--- config.mk ---
export PLATFORM = sky130hd
export DESIGN_NAME = prf_front
export DESIGN_NICKNAME = d
export VERILOG_FILES = /design/src/design/prf_pkg.sv /design/src/design/prf_front.sv
export SDC_FILE = /design/constraint.sdc
export NUM_CORES = 1
export LEC_CHECK = 0
export BUFFER_PORTS_ARGS = -buffer_cell sky130_fd_sc_hd__buf_2
export CELL_PAD_IN_SITES_DETAIL_PLACEMENT = 2
export CELL_PAD_IN_SITES_GLOBAL_PLACEMENT = 2
export CORE_MARGIN = 1.5
export CORE_UTILIZATION = 20
export CTS_CLUSTER_DIAMETER = 50
export CTS_CLUSTER_SIZE = 20
export DETAILED_ROUTE_END_ITERATION = 8
export GPL_ROUTABILITY_DRIVEN = 1
export GPL_TIMING_DRIVEN = 0
export PLACE_DENSITY_LB_ADDON = 0.1
export SYNTH_ARGS = -nofsm -noshare
export SYNTH_HDL_FRONTEND = slang
export SYNTH_SLANG_ARGS = --single-unit
--- constraint.sdc ---
create_clock -name clk -period 2.38 [get_ports clk]
set_input_delay 0.119 -clock clk [delete_from_list [all_inputs] [get_ports clk]]
set_output_delay 0.119 -clock clk [all_outputs]
set_load 0.1 [all_outputs]
--- src/design/prf_pkg.sv ---
package prf_pkg;

  localparam int NODE_COUNT_DEF = 256;
  localparam int QUEUE_DEPTH    = 2;

  localparam logic [7:0] HDR_SHORT = 8'd7;
  localparam logic [7:0] HDR_LONG  = 8'd11;
  localparam logic [7:0] TAG_BYTES = 8'd16;
  localparam logic [8:0] AUTH_HDR  = {1'b0, HDR_LONG} + {1'b0, TAG_BYTES};

  localparam logic [7:0] RULE0_MAX_RST = 8'd248;
  localparam logic [7:0] RULE1_MAX_RST = 8'd244;
  localparam logic [7:0] RULE2_MAX_RST = 8'd228;

  localparam logic [1:0] CFG_RULE0_MAX = 2'd0;
  localparam logic [1:0] CFG_RULE1_MAX = 2'd1;
  localparam logic [1:0] CFG_RULE2_MAX = 2'd2;

  typedef enum logic [1:0] {
    OP_CTR  = 2'd0,
    OP_SESS = 2'd1,
    OP_AUTH = 2'd2
  } op_t;

  typedef enum logic [1:0] {
    ST_OK     = 2'd0,
    ST_LEN    = 2'd1,
    ST_REPLAY = 2'd2,
    ST_AUTH   = 2'd3
  } status_t;

  // One classified header waiting for its table check
  typedef struct packed {
    op_t         rule;
    logic [7:0]  node;
    logic [31:0] sess;
    logic [31:0] ctr;
    logic [7:0]  plen;
    status_t     pre;
  } entry_t;

  typedef struct packed {
    logic full;
    logic empty;
  } q_stat_t;

endpackage

--- src/design/prf_front.sv ---
module prf_front #(
  parameter int NODE_COUNT = prf_pkg::NODE_COUNT_DEF
) (
  input  logic             clk,
  input  logic             rst_n,
  input  logic             in_valid,
  output logic             in_stall,
  input  logic [1:0]       in_opcode,
  input  logic [7:0]       in_node_id,
  input  logic [31:0]      in_session_id,
  input  logic [31:0]      in_msg_counter,
  input  logic [7:0]       in_payload_len,
  input  logic [7:0]       in_frame_len,
  input  logic             in_tag_ok,
  input  logic             cfg_valid,
  output logic             cfg_ready,
  input  logic [1:0]       cfg_index,
  input  logic [7:0]       cfg_data,
  input  prf_pkg::q_stat_t q_stat,
  output logic             q_push,
  output prf_pkg::entry_t  q_entry
);

  logic [7:0] rule0_max_r;
  logic [7:0] rule1_max_r;
  logic [7:0] rule2_max_r;

  logic [7:0]       sum_short;
  logic [7:0]       sum_long;
  logic [8:0]       sum_auth;
  logic             node_ok;
  prf_pkg::op_t     op;
  prf_pkg::status_t pre;

  assign cfg_ready = 1'b1;

  always_ff @(posedge clk) begin
    if (!rst_n) begin
      rule0_max_r <= prf_pkg::RULE0_MAX_RST;
      rule1_max_r <= prf_pkg::RULE1_MAX_RST;
      rule2_max_r <= prf_pkg::RULE2_MAX_RST;
    end else if (cfg_valid) begin
      unique case (cfg_index)
        prf_pkg::CFG_RULE0_MAX: rule0_max_r <= cfg_data;
        prf_pkg::CFG_RULE1_MAX: rule1_max_r <= cfg_data;
        prf_pkg::CFG_RULE2_MAX: rule2_max_r <= cfg_data;
        default: ;
      endcase
    end
  end

  assign op        = prf_pkg::op_t'(in_opcode);
  assign sum_short = in_payload_len + prf_pkg::HDR_SHORT;
  assign sum_long  = in_payload_len + prf_pkg::HDR_LONG;
  assign sum_auth  = {1'b0, in_payload_len} + prf_pkg::AUTH_HDR;
  assign node_ok   = {1'b0, in_node_id} < 9'(NODE_COUNT);

  // Length, opcode and node checks; authentication ranks after length
  always_comb begin
    pre = prf_pkg::ST_OK;
    unique case (op)
      prf_pkg::OP_CTR: begin
        if (sum_short != in_frame_len || in_payload_len > rule0_max_r) begin
          pre = prf_pkg::ST_LEN;
        end
      end
      prf_pkg::OP_SESS: begin
        if (sum_long != in_frame_len || in_payload_len > rule1_max_r) begin
          pre = prf_pkg::ST_LEN;
        end
      end
      prf_pkg::OP_AUTH: begin
        if (sum_auth != {1'b0, in_frame_len} || in_payload_len > rule2_max_r) begin
          pre = prf_pkg::ST_LEN;
        end else if (!in_tag_ok) begin
          pre = prf_pkg::ST_AUTH;
        end
      end
      default: pre = prf_pkg::ST_LEN;
    endcase
    if (!node_ok) begin
      pre = prf_pkg::ST_LEN;
    end
  end

  assign in_stall     = q_stat.full;
  assign q_push       = in_valid && !q_stat.full;
  assign q_entry.rule = op;
  assign q_entry.node = in_node_id;
  assign q_entry.sess = in_session_id;
  assign q_entry.ctr  = in_msg_counter;
  assign q_entry.plen = in_payload_len;
  assign q_entry.pre  = pre;

endmodule

# Word-level counts from Yosys, hierarchy flattened
# Index checks and enable logic that the tools add are counted.
# Widths: inputs -> output; s select.
word_totals:
  register_bits: 24
  inputBits: 107
  out_inout_bits: 87
  wordCells: 31
classes:
  addsub: 3
  order_cmp: 3
  eq_ne: 7
  mux: 5
  reduce_logical: 10
op_table:
  columns: ["op", "count"]
  rows:
  - ["$gt 8x8->1", 3]
  - ["$ne 8x8->1", 2]
  - ["$add 8x5->9 const B", 1]
  - ["$ne 9x8->1", 1]
  - ["$add 8x3->8 const B", 1]
  - ["$add 8x4->8 const B", 1]
  - ["$pmux 2 s3", 1]
  - ["$reduce_and 2->1", 3]
  - ["$eq 2x1->1 const B", 2]
  - ["$eq 2x2->1 const B", 2]
  - ["$logic_not 2->1", 2]
  - ["$mux 2", 2]
  - ["$logic_or 1x1->1", 3]
  - ["$mux 1", 2]
  - ["$logic_and 1x1->1", 1]
  - ["$logic_not 1->1", 1]

# Logic depth before layout (Yosys ltp)
# Gate-level depths: netlist (run 1).
logic_depth:
  word_depth: 5
  depth_mapped: 8
  mapped_depth_nobuf: 8

# Worst setup path before layout (run 1)
# No wires, ideal clock.
synth_path:
  path_type: "reg2out"
  startpoint: "register rule0_max_r[1]"
  endpoint: "output q_entry[0] in the netlist's numbering"
  arrival_time_ns: 3.474
  required_time_ns: 2.261
  setup_slack_ns: -1.213
  stages_incl_launch_ff: 9
  path_buffers: 0
  cell_sequence: "dfxtp_1 > inv_1 > ha_1 > nor2b_1 > o21ai_1 > nand2b_1 > a21oi_1 > o31a_1 > a221oi_1"
synth_lines:
  columns: ["element", "line", "text"]
  rows:
  - ["start: declaration", "prf_front.sv:24", "logic [7:0] rule0_max_r;"]
  - ["start signal: assignment", "prf_front.sv:39", "rule0_max_r <= prf_pkg::RULE0_MAX_RST;"]
  - ["start signal: assignment", "prf_front.sv:44", "prf_pkg::CFG_RULE0_MAX: rule0_max_r <= cfg_data;"]
  - ["end: declaration", "prf_front.sv:21", "output prf_pkg::entry_t q_entry"]

==> summary.md, run 1 <==
| Metric | Value |
|---|---|
| Failing checks | negative setup slack |
| Final setup viols | 1 |
| Post-CTS Hold Fix Bufs | 0 |
| Sequential area share after synthesis | 18.9% |
| Int Pwr | 0.000908 W |
| Gr ovfl total | 0 |
| Arr. time, crit path | approximately 2.3 ns |
| CTS tree | built |
| Top FF cell, synth | dfxtp_1 |
| Setup CP Type | flip-flop to primary output |
| MaxCap Viol Count | 0 |
| Post-synth top area cell | buf_4 |
| Sw power | about 0.00093 W |
| CP Depth | 8 |
| Row cnt | 41 |
| Number of global-route vias before repair | approximately 2,500 |
| Post-Synthesis Cells | 326 |
| DP Cell Count | ~620 |
| Nets | around 590 |
| 1st-pass router iterations | 3 |
| CP delay by family, top | simple AND/OR/NAND/NOR gates |
| Fmax | 414 MHz |
| Vias/cell | 4.12 |
| Post-synth EDFFs | 0 |
| Yosys warns | 0 |
| Max Root-Sink Buffers | 2 |
| Worst Path Required | between 2 and 2.5 ns |
| Ports | slightly below 200 |
| Final hold vios | 0 |
| Vias | ~2,600 |
| Total power | 0.00184 W |
| Crit. End Element | primary output |
| TritonCTS Buffers | 3 |
| Maximum vdd drop | roughly 0.00022 V |
| Detailed-placement wirelength estimate | 7080 um |
| Die Span Y | between 100 and 150 um |
| Top cells by instance count after synthesis | buf_4, nand2_1, inv_1 |
| Count leader, synth | buf_4 |
| H-Tree Depth | 1 |
| Hold depth | 3 |
| Antenna violations before repair | 0 |
| CTS clk-pin slew, worst paths | roughly 0.060 ns |
| Final Max Tran Viols | 0 |
| Slew headroom | a little over three fifths |
| Largest net degree at the start of global routing | 13 |
| Routability Congestion | between 0.7 and 0.8 |
| Period utilization | 102% |
| Clock root buffer | clkbuf_16 |
| Worst slew pin tran | 0.557 ns |
| First-pass GRT wire length | 12,300 um |
| Leak pwr | around 1.8 nW |
| Core Region | roughly 0.013 sq mm |
| GRT Util Overall | a little under an eighth |
| Final std cells w/o fill | between 600 and 700 |
| Synth Net Count | 458 |
| PnR worst setup slack | -0.0360 ns |
| Hold WC Path Type | input pin to flip-flop |
| CP max stage cell | or4b_4 |
| Seq pwr share | between 20 and 25% |
| Die span in x | 116 um |
| Ranking of synthesized cells by area | buf_4, dfxtp_1, ha_1, nand2_1, inv_1 |
| Drt drc | 0 |
| Die area | approximately 0.013 sq mm |
| Crit path buf inv count | 2 |
| Cell breakdown of the critical path | inv_1 -> ha_1 -> nand4_1 -> o21a_1 -> or4b_4 -> a2111oi_4 -> a221oi_4 -> buf_12 |
| Wire per inst | 13.2 um |
| CP max FO | 2 |
| Status | finished with violations |
| Antenna Nets Post-Route | 0 |
| Period minus WS final | roughly 2.4 ns |
| Synth Cell Area | ~0.0025 sq mm |
| Clk sinks | 24 |
| Avg Inst Size Synth | roughly 8 sq um |
| PwrDens | between 400 and 500 mW/mm^2 |
| Sum Neg Setup Slack | -0.0360 ns |
| Dpl ws | -0.356 ns |
| Clk pwr share | 19.8% |
| Clock Latency Late Sink | 0.26 ns |
| #FFs+latches synth | 24 |
| Number of DRC markers in iteration 0 | 31 |
| Number of antenna diodes | 0 |
| Switching Share | between 50% and 60% |
| CP peak stage delay | around 0.52 ns |
| Setup Skew | 0 ns |
| Total wire length | 8240 um |
| Area growth from synthesis to layout | 44.4% |
| Initial Utilization | approximately a fifth |
| Cell count of the worst reg-to-reg path | 3 |
| Logic pwr share | a little under three fifths |
| Post-synth cell types | between 40 and 50 |
| Post-synth ARST share | 0% |
| Port bufs | between 100 and 150 |
| RSZ-0062 raised after global routing | true |
| Critical path startpoint category | flip-flop |
| Share of cells above drive strength 1 | 53.2% |
| Synth top area share | around 25% |
==> power by group through the flow <==
stage | Clock [W] | Sequential (W) | Combinational, W
finish | 0.000364 | 0.000425 | 0.00105
global route | 0.000390 | 0.000427 | 0.00111
CTS | 0.000382 | 0.000425 | 0.00104
detailed placement | 0 | 0.000433 | 0.00102
global placement | 0 | 0.000433 | 0.00101
floorplan | 0 | 0.000431 | 0.000846
==> layer usage <==
layer	up-vias	routed length [um]	track usage [%]
li1	1269	-	-
met1	1215	3380	14.0
met2	90	4290	21.9
met3	4	499	1.15
met4	0	71	3.17
met5	-	0	0
==> final cells by class <==
| cell class | instances | area, sq um |
|---|---|---|
| buffer | 91 | 658 |
| clock buffer | 3 | 75.1 |
| fill | 1516 | 8840 |
| inverter | 26 | 97.6 |
| multi-input combinational | 185 | 1490 |
| sequential | 24 | 485 |
| tap | 172 | 215 |
| timing repair buffer | 124 | 663 |
==> layout by cell type, fill, tap and decap left out, types with 6 or more instances in the layout <==
| master | count |
|---|---|
| a21oi_1 | 7 |
| ha_4 | 7 |
| dfxtp_1 | 20 |
| ha_1 | 18 |
| nor2_1 | 7 |
| inv_1 | 19 |
| xnor2_1 | 8 |
| inv_2 | 7 |
| buf_2 | 118 |
| o21ai_0 | 7 |
| buf_4 | 89 |
| o211ai_1 | 11 |
| clkbuf_1 | 6 |
| nand4_1 | 6 |
| nor2b_1 | 10 |
| nand2_1 | 35 |
| xor2_1 | 9 |
| a21boi_1 | 6 |
==> registers in the layout, indices dropped and copies added (netlist names) <==
| signal | flops |
|---|---|
| rule0_max_r | 8 |
| rule1_max_r | 8 |
| rule2_max_r | 8 |
==> metrics by stage <==
stage / utilization (%) / cell area [sq um] / hold WS (ns)
finish: 29.4 / 3680 / 0.114
global route: 29.4 / 3680 / 0.139
CTS: 28.7 / 3590 / 0.123
detailed placement: 27.0 / 3380 / 0.397
global placement: 27.0 / 3380 / 0.395
floorplan: - / 2570 / 0.254
==> cell families (layout without fill, tap and decap cells) <==
group / after synthesis / count (layout) / synth area share, %
AND/OR/NAND/NOR: 81 / 81 / 16.3
flip-flops: 24 / 24 / 18.9
adder cells (fa/ha/maj): 25 / 25 / 12.3
other: 1 / 1 / 0.147
multiplexers: 4 / 4 / 1.57
XOR/XNOR: 17 / 17 / 5.84
buffers and inverters: 117 / 244 / 29.7
AO/OA/AOI/OAI: 57 / 57 / 15.4
==> worst min-delay path, stage by stage <==
cell and delay [ns]:
buf_2 0.12, nand2_1 0.05, a21boi_1 0.05
==> final timing paths <==
| check | start | endpoint | slack [ns] |
|---|---|---|---|
| worst min register to register | rule1_max_r[1] | rule1_max_r[1] | 0.46 |
| worst max-delay path | rule1_max_r[4] | q_entry[0] | -0.04 |
| worst min-delay path | cfg_data[1] | rule1_max_r[1] | 0.11 |
| worst max register to register | rule1_max_r[6] | rule1_max_r[6] | 1.65 |
==> timing repair <==
| action | CTS | global route |
|---|---|---|
| buffers inserted | 2 | 3 |
| setup endpoints to repair | 2 | 2 |
| gates resized for setup | 22 | 15 |
| endpoints found under the hold margin | 0 | 0 |
| pin swaps | 4 | 7 |
Note: power is estimated with default switching activity, not from simulation.
==> run 2, diff against run 1 <==
--- a/config.mk
+++ b/config.mk
@@ -9,7 +9,7 @@
 export CELL_PAD_IN_SITES_DETAIL_PLACEMENT = 2
 export CELL_PAD_IN_SITES_GLOBAL_PLACEMENT = 2
 export CORE_MARGIN = 1.5
-export CORE_UTILIZATION = 20
+export CORE_UTILIZATION = 22
 export CTS_CLUSTER_DIAMETER = 50
 export CTS_CLUSTER_SIZE = 20
 export DETAILED_ROUTE_END_ITERATION = 8
==> constraint.sdc (replaced) <==
create_clock -name clk -period 2.9 [get_ports clk]
set_input_delay 0.145 -clock clk [delete_from_list [all_inputs] [get_ports clk]]
set_output_delay 0.145 -clock clk [all_outputs]
set_load 0.1 [all_outputs]
==> summary.md, run 2 (same netlist as run 1, synthesis figures left out) <==
| Metric | Value |
|---|---|
| Wire per inst | 13.1 um (-0.64%) |
| Crit. End Element | primary output |
| Clk sinks | 24 (unchanged) |
| Setup Buffers After CTS | 0 (-2) |
| Clk pwr share | 22.1% (+2.3 points) |
| Core Region | 0.0114 sq mm (-9.2%) |
| Antenna Nets Post-Route | 0 (unchanged) |
| Row cnt | 39 (-4.9%) |
| Final std cells w/o fill | 592 (-5.3%) |
| Arr. time, crit path | 2.60 ns (+0.30 ns) |
| Routability Congestion | 0.790 (+2.1%) |
| Switching Share | 49.8% (-0.78 points) |
| H-Tree Depth | 1 (unchanged) |
| TritonCTS Buffers | 3 (unchanged) |
| Gr ovfl total | 0 (unchanged) |
| Cell breakdown of the critical path | inv_1 -> ha_1 -> a21oi_1 -> o21ai_0 -> o21a_1 -> or4b_1 -> a2111oi_2 -> a221oi_2 -> buf_2 |
| Biggest regs | rule0_max_r (8), rule1_max_r (8), rule2_max_r (8) |
| Initial Utilization | 22.4% (+2.1 points) |
| PwrDens | 442 mW/mm^2 (-12%) |
| Total power | 0.00151 W (-18%) |
| CP peak stage delay | 0.51 ns (about the same) |
| Number of global-route vias before repair | 2,708 (+9.5%) |
| Ports | 194 (unchanged) |
| Crit path buf inv count | 2 (unchanged) |
| R2r setup slk | 2.19 ns (+0.54 ns) |
| Worst Path Required | 2.76 ns (+0.50 ns) |
| Sw power | 0.000752 W (-19%) |
| Drt drc | 0 (unchanged) |
| First-pass GRT wire length | 12,900 um (+5.1%) |
| CP max FO | 2 (unchanged) |
| Detailed-placement wirelength estimate | 6840 um (-3.4%) |
| Period minus WS final | about 2.7 ns |
| Slew headroom | 66.4% (+3.7 points) |
| Commonest non-fill, non-tap cell in the layout | buf_2 |
| Worst slew pin tran | 0.499 ns (-0.0587 ns) |
| Max Root-Sink Buffers | 2 (unchanged) |
| CP delay by family, top | compound AO/OA/AOI/OAI gates |
| Maximum vdd drop | 0.000174 V (-23%) |
| MaxCap Viol Count | 0 (unchanged) |
| Int Pwr | 0.000758 W (-17%) |
| Setup Skew | 0 ns (unchanged) |
| Logic pwr share | 54.8% (-2.2 points) |
| Fmax | 365 MHz |
| Clock root buffer | clkbuf_16 |
| Antenna violations before repair | 0 (unchanged) |
| CTS tree | built |
| Period utilization | a little over nine tenths |
| Critical path startpoint category | flip-flop |
| CTS clk-pin slew, worst paths | 0.06 ns (about the same) |
| Dpl cell area | 0.00333 sq mm (-1.6%) |
| Final hold vios | 0 (unchanged) |
| Hold_sp | cfg_data[6] |
| GRT Util Overall | 12.5% (+0.90 points) |
| Die area | 0.0122 sq mm (-8.9%) |
| Hold depth | 3 (unchanged) |
| Clock Latency Late Sink | 0.26 ns (about the same) |
| Die span in x | 111 um (-4.5%) |
| Vias | 2,549 (-1.1%) |
| CP max stage cell | or4b_1 |
| Setup CP Type | flip-flop to primary output |
| Design Area, Final | 0.00342 sq mm (-7.1%) |
| Hold WC Path Type | input pin to flip-flop |
| Port bufs | 119 (unchanged) |
| Hold EP | rule0_max_r[6] |
| R2R Path Start | rule2_max_r[7] |
| Post_cts resized | 0 (-100%) |
| Nets | 582 (-0.85%) |
| Cell count of the worst reg-to-reg path | 4 (+1) |
| Commonest non-fill, non-tap cells in the layout | buf_2, buf_4, nand2_1, inv_1, ha_1 |
| Final setup viols | 0 (-1) |
| Largest net degree at the start of global routing | 14 (+1) |
| DP Cell Count | 588 (-4.7%) |
| Leak pwr | 1.80 nW (-1.4%) |
| 1st-pass router iterations | 4 (+1) |
| Final Max Tran Viols | 0 (unchanged) |
| Number of antenna diodes | 0 (unchanged) |
| Vias/cell | 4.31 (+4.4%) |
| Sum Neg Setup Slack | 0 ns (+0.0360 ns) |
| Area growth from synthesis to layout | 34.1% |
| Total wire length | 7750 um (-5.9%) |
| RSZ-0062 raised after global routing | false |
| Share of cells above drive strength 1 | 46.8% (-6.4 points) |
| Seq pwr share | 23.0% (about the same) |
| Capturing point of the worst reg2reg path | rule2_max_r[7] |
| Number of DRC markers in iteration 0 | 33 (+6.5%) |
| Status | finished, final reports clean |
| Die Span Y | 111 um (-4.5%) |
| Post-CTS Hold Fix Bufs | 0 (unchanged) |
[run 2: cell count changes in the layout (fill, tap and decap cells not counted), moves of 3 or more]
cell	before	now
a21oi_1	7	10
dfxtp_2	4	0
buf_4	89	84
inv_1	19	26
ha_4	7	0
inv_2	7	0
a21oi_2	3	0
ha_1	18	25
dfxtp_1	20	24
[run 2: how the worst max path moves through the flow]
stage | slack, ns | cells past startpoint | start | endpoint
finish | 0.16 | 9 | rule1_max_r[5] | q_entry[0]
global route | 0.003 | 9 | rule1_max_r[7] | q_entry[0]
CTS | 0.12 | 9 | rule1_max_r[5] | q_entry[0]
detailed placement | 0.26 | 10 | in_payload_len[0] | q_entry[1]
global placement | 0.31 | 10 | in_payload_len[0] | q_entry[0]
floorplan | -0.06 | 8 | in_payload_len[0] | q_entry[1]
[run 2: through the flow]
| step | worst slack [ns] | hold slack [ns] | util, % |
|---|---|---|---|
| after global placement | 0.308 | 0.418 | 29.3 |
| after floorplan | -0.0591 | 0.280 | - |
| final | 0.158 | 0.143 | 30.1 |
| after detailed placement | 0.263 | 0.420 | 29.3 |
| after global routing | 0.00308 | 0.163 | 30.1 |
| after CTS | 0.124 | 0.150 | 30.1 |
[run 2: routing by layer]
metal  global-route usage (%)  routed length (um)  up-vias
li1                         -                   -     1259
met4                     2.56                  58        0
met1                     14.8                3310     1195
met3                     1.59                 389        4
met5                        0                   0        -
met2                     24.0                4000       91
[run 2: power by group through the flow]
stage               clock network (W)  registers (W)  logic, W
global route                 0.000354       0.000349  0.000874
detailed placement                  0       0.000356  0.000836
global placement                    0       0.000355  0.000825
finish                       0.000334       0.000348  0.000828
floorplan                           0       0.000354  0.000694
CTS                          0.000343       0.000348  0.000838
[run 2: tightest hold or removal path, stage by stage]
cell and delay (ns):
buf_2 0.10, nand2_1 0.05, o211ai_1 0.07
[run 2: final cells by class]
| type | count | area [sq um] |
|---|---|---|
| Sequential cell | 24 | 480 |
| Inverter | 26 | 97.6 |
| Multi-Input combinational cell | 185 | 1320 |
| Clock buffer | 4 | 88.8 |
| Fill cell | 1368 | 7950 |
| Timing Repair Buffer | 119 | 596 |
| Buffer | 91 | 658 |
| Tap cell | 143 | 179 |
==> run 3, diff against run 2 <==
--- a/config.mk
+++ b/config.mk
@@ -8,6 +8,7 @@
 export BUFFER_PORTS_ARGS = -buffer_cell sky130_fd_sc_hd__buf_2
 export CELL_PAD_IN_SITES_DETAIL_PLACEMENT = 2
 export CELL_PAD_IN_SITES_GLOBAL_PLACEMENT = 2
+export CORE_ASPECT_RATIO = 0.8
 export CORE_MARGIN = 1.5
 export CORE_UTILIZATION = 22
 export CTS_CLUSTER_DIAMETER = 50
==> summary.md, run 3 (same netlist as run 1, synthesis figures left out) <==
| Metric | Value |
|---|---|
| Worst Path Required | 2.76 ns (about the same) |
| Period utilization | 93.0% (-1.6 points) |
| CP peak stage delay | 0.52 ns (about the same) |
| Fmax | 371 MHz (+1.7%) |
| Capturing point of the worst reg2reg path | rule2_max_r[2] |
| Met1 wire length | 3670 um (+11%) |
| Largest net degree at the start of global routing | 13 (-1) |
| Dpl ws | 0.225 ns (-0.0375 ns) |
| Final hold vios | 0 (unchanged) |
| Hold_sp | cfg_data[7] |
| Post_cts resized | 0 (unchanged) |
| Hold depth | 3 (unchanged) |
| Biggest regs | rule0_max_r (8), rule1_max_r (8), rule2_max_r (8) |
| Area growth from synthesis to layout | 34.0% |
| Drt drc | 0 (unchanged) |
| Slew headroom | 66.0% (-0.45 points) |
| Initial Utilization | 23.0% (+0.63 points) |
| Antenna Nets Post-Route | 0 (unchanged) |
| Antenna violations before repair | 0 (unchanged) |
| Routability Congestion | 0.783 (-0.87%) |
| End-of-flow core utilization | 30.9% (+0.81 points) |
| Die area | 0.0122 sq mm (about the same) |
| Maximum vdd drop | 0.000208 V (+20%) |
| Final std cells w/o fill | 592 (unchanged) |
| Core Region | 0.0111 sq mm (-2.7%) |
| Setup Skew | 0 ns (unchanged) |
| Highest layer used for signal routing | met4 |
| CP max stage cell | or4b_1 |
| Die Span Y | 99.3 um (-10%) |
| Max Root-Sink Buffers | 2 (unchanged) |
| GRT Util Overall | 13.5% (+0.92 points) |
| Post-CTS Hold Fix Bufs | 0 (unchanged) |
| Number of antenna diodes | 0 (unchanged) |
| Fill cell count | 1,306 (-4.5%) |
| Hold WC Path Type | input pin to flip-flop |
| Clock Latency Late Sink | 0.26 ns (about the same) |
| 1st-pass router iterations | 4 (unchanged) |
| Number of global-route vias before repair | 2,666 (-1.6%) |
| R2r setup slk | 2.18 ns (about the same) |
| Crit. End Element | primary output |
| Die span in x | 123 um (+11%) |
| Status | finished, final reports clean |
| Routed length on met2 | 4250 um (+6.4%) |
| Critical path startpoint category | flip-flop |
| Area of the multi-input gates | 0.00132 sq mm (unchanged) |
| Vias | 2,571 (+0.86%) |
| Share of cells above drive strength 1 | 46.7% (-0.12 points) |
| Period minus WS final | 2.70 ns (-0.0453 ns) |
| First-pass GRT wire length | 12,900 um (+0.27%) |
| Total wire length | 8510 um (+9.8%) |
| R2R Path Start | rule2_max_r[2] |
| H-Tree Depth | 1 (unchanged) |
| MaxCap Viol Count | 0 (unchanged) |
| Worst slew pin tran | 0.508 ns (+0.00959 ns) |
| Setup Buffers After CTS | 0 (unchanged) |
| Reg area | 480 sq um (unchanged) |
| RSZ-0062 raised after global routing | false |
| Vias/cell | 4.34 (+0.86%) |
| Commonest non-fill, non-tap cells in the layout | buf_2, buf_4, nand2_1, inv_1, ha_1 |
| Number of DRC markers in iteration 0 | 81 (+150%) |
| Wire per inst | 14.4 um (+9.8%) |
| Row cnt | 34 (-13%) |
| PnR worst setup slack | 0.204 ns (+0.0453 ns) |
| Port bufs | 119 (unchanged) |
| Commonest non-fill, non-tap cell in the layout | buf_2 |
| Clk sinks | 24 (unchanged) |
| Ports | 194 (unchanged) |
| Nets | 582 (unchanged) |
| Hold EP | rule1_max_r[7] |
| PwrDens | 435 mW/mm^2 (-1.6%) |
| Cell breakdown of the critical path | inv_1 -> ha_1 -> a21oi_1 -> o21ai_0 -> o21a_1 -> or4b_1 -> a2111oi_2 -> a221oi_2 -> buf_6 |
| Detailed-placement wirelength estimate | 7470 um (+9.2%) |
| DP Cell Count | 589 (+0.17%) |
| Gr ovfl total | 0 (unchanged) |
| TritonCTS Buffers | 3 (unchanged) |
| Final setup viols | 0 (unchanged) |
| CP max FO | 3 (+1) |
| Setup CP Type | flip-flop to primary output |
| Arr. time, crit path | 2.55 ns (-0.05 ns) |
| Cell count of the worst reg-to-reg path | 4 (unchanged) |
| CTS tree | built |
| Leak pwr | 1.79 nW (-0.24%) |
| Clock root buffer | clkbuf_16 |
| Routed wl met3 | 568 um (+46%) |
| Final Max Tran Viols | 0 (unchanged) |
| CTS clk-pin slew, worst paths | 0.06 ns (about the same) |
==> run 3: cell types whose count changed in the layout (fill, tap and decap cells not counted) <==
cell | previous run | this run
buf_2 | 120 | 118
buf_6 | 0 | 1
clkbuf_4 | 0 | 1
clkbuf_8 | 1 | 0
==> run 3: area by class of cell <==
class / instances / share of cell area (%)
multi-input combinational: 185 / 38.6
buffer: 91 / 19.3
timing repair buffer: 119 / 17.7
sequential: 24 / 14.1
tap: 144 / 5.28
inverter: 26 / 2.86
clock buffer: 3 / 2.20
==> run 3: where the power goes <==
group	total [W]	internal [W]	switching (W)
logic	0.000835	0.000204	0.000631
clock network	0.000300	0.000183	0.000118
registers	0.000348	0.000343	0.00000516
total	0.00148	0.000730	0.000754
==> run 3: metrics by stage <==
step	setup TNS, ns	total power, W	area [sq um]	hold WS [ns]
final	0	0.00148	3410	0.145
after detailed placement	0	0.00120	3330	0.417
after global routing	0	0.00157	3410	0.139
after floorplan	-0.0591	0.00105	2550	0.280
after CTS	0	0.00151	3410	0.142
after global placement	0	0.00118	3330	0.407
==> run 3: worst max-delay path by stage <==
stage	from	end	slack [ns]	depth (start not counted)
6_report	rule1_max_r[7]	q_entry[0]	0.20	9
5_1_grt	rule1_max_r[7]	q_entry[0]	0.02	9
4_1_cts	rule1_max_r[7]	q_entry[0]	0.07	9
3_5_place_dp	in_payload_len[0]	q_entry[1]	0.23	10
3_3_place_gp	in_payload_len[0]	q_entry[1]	0.32	10
2_1_floorplan	in_payload_len[0]	q_entry[1]	-0.06	8
==> run 3: worst max-delay path, delay by kind of cell (launching register included) <==
family / cells / cell delay (ns)
flops: 1 / 0.31
buf+inv: 2 / 0.28
simple gates: 1 / 0.52
compound gates: 5 / 0.88
fa+ha+maj: 1 / 0.31
==> run 3: routing by layer <==
layer	track usage, %	vias to the layer above
met5	0	-
met4	1.06	0
met3	3.04	3
met2	24.0	85
met1	17.2	1216
li1	-	1267
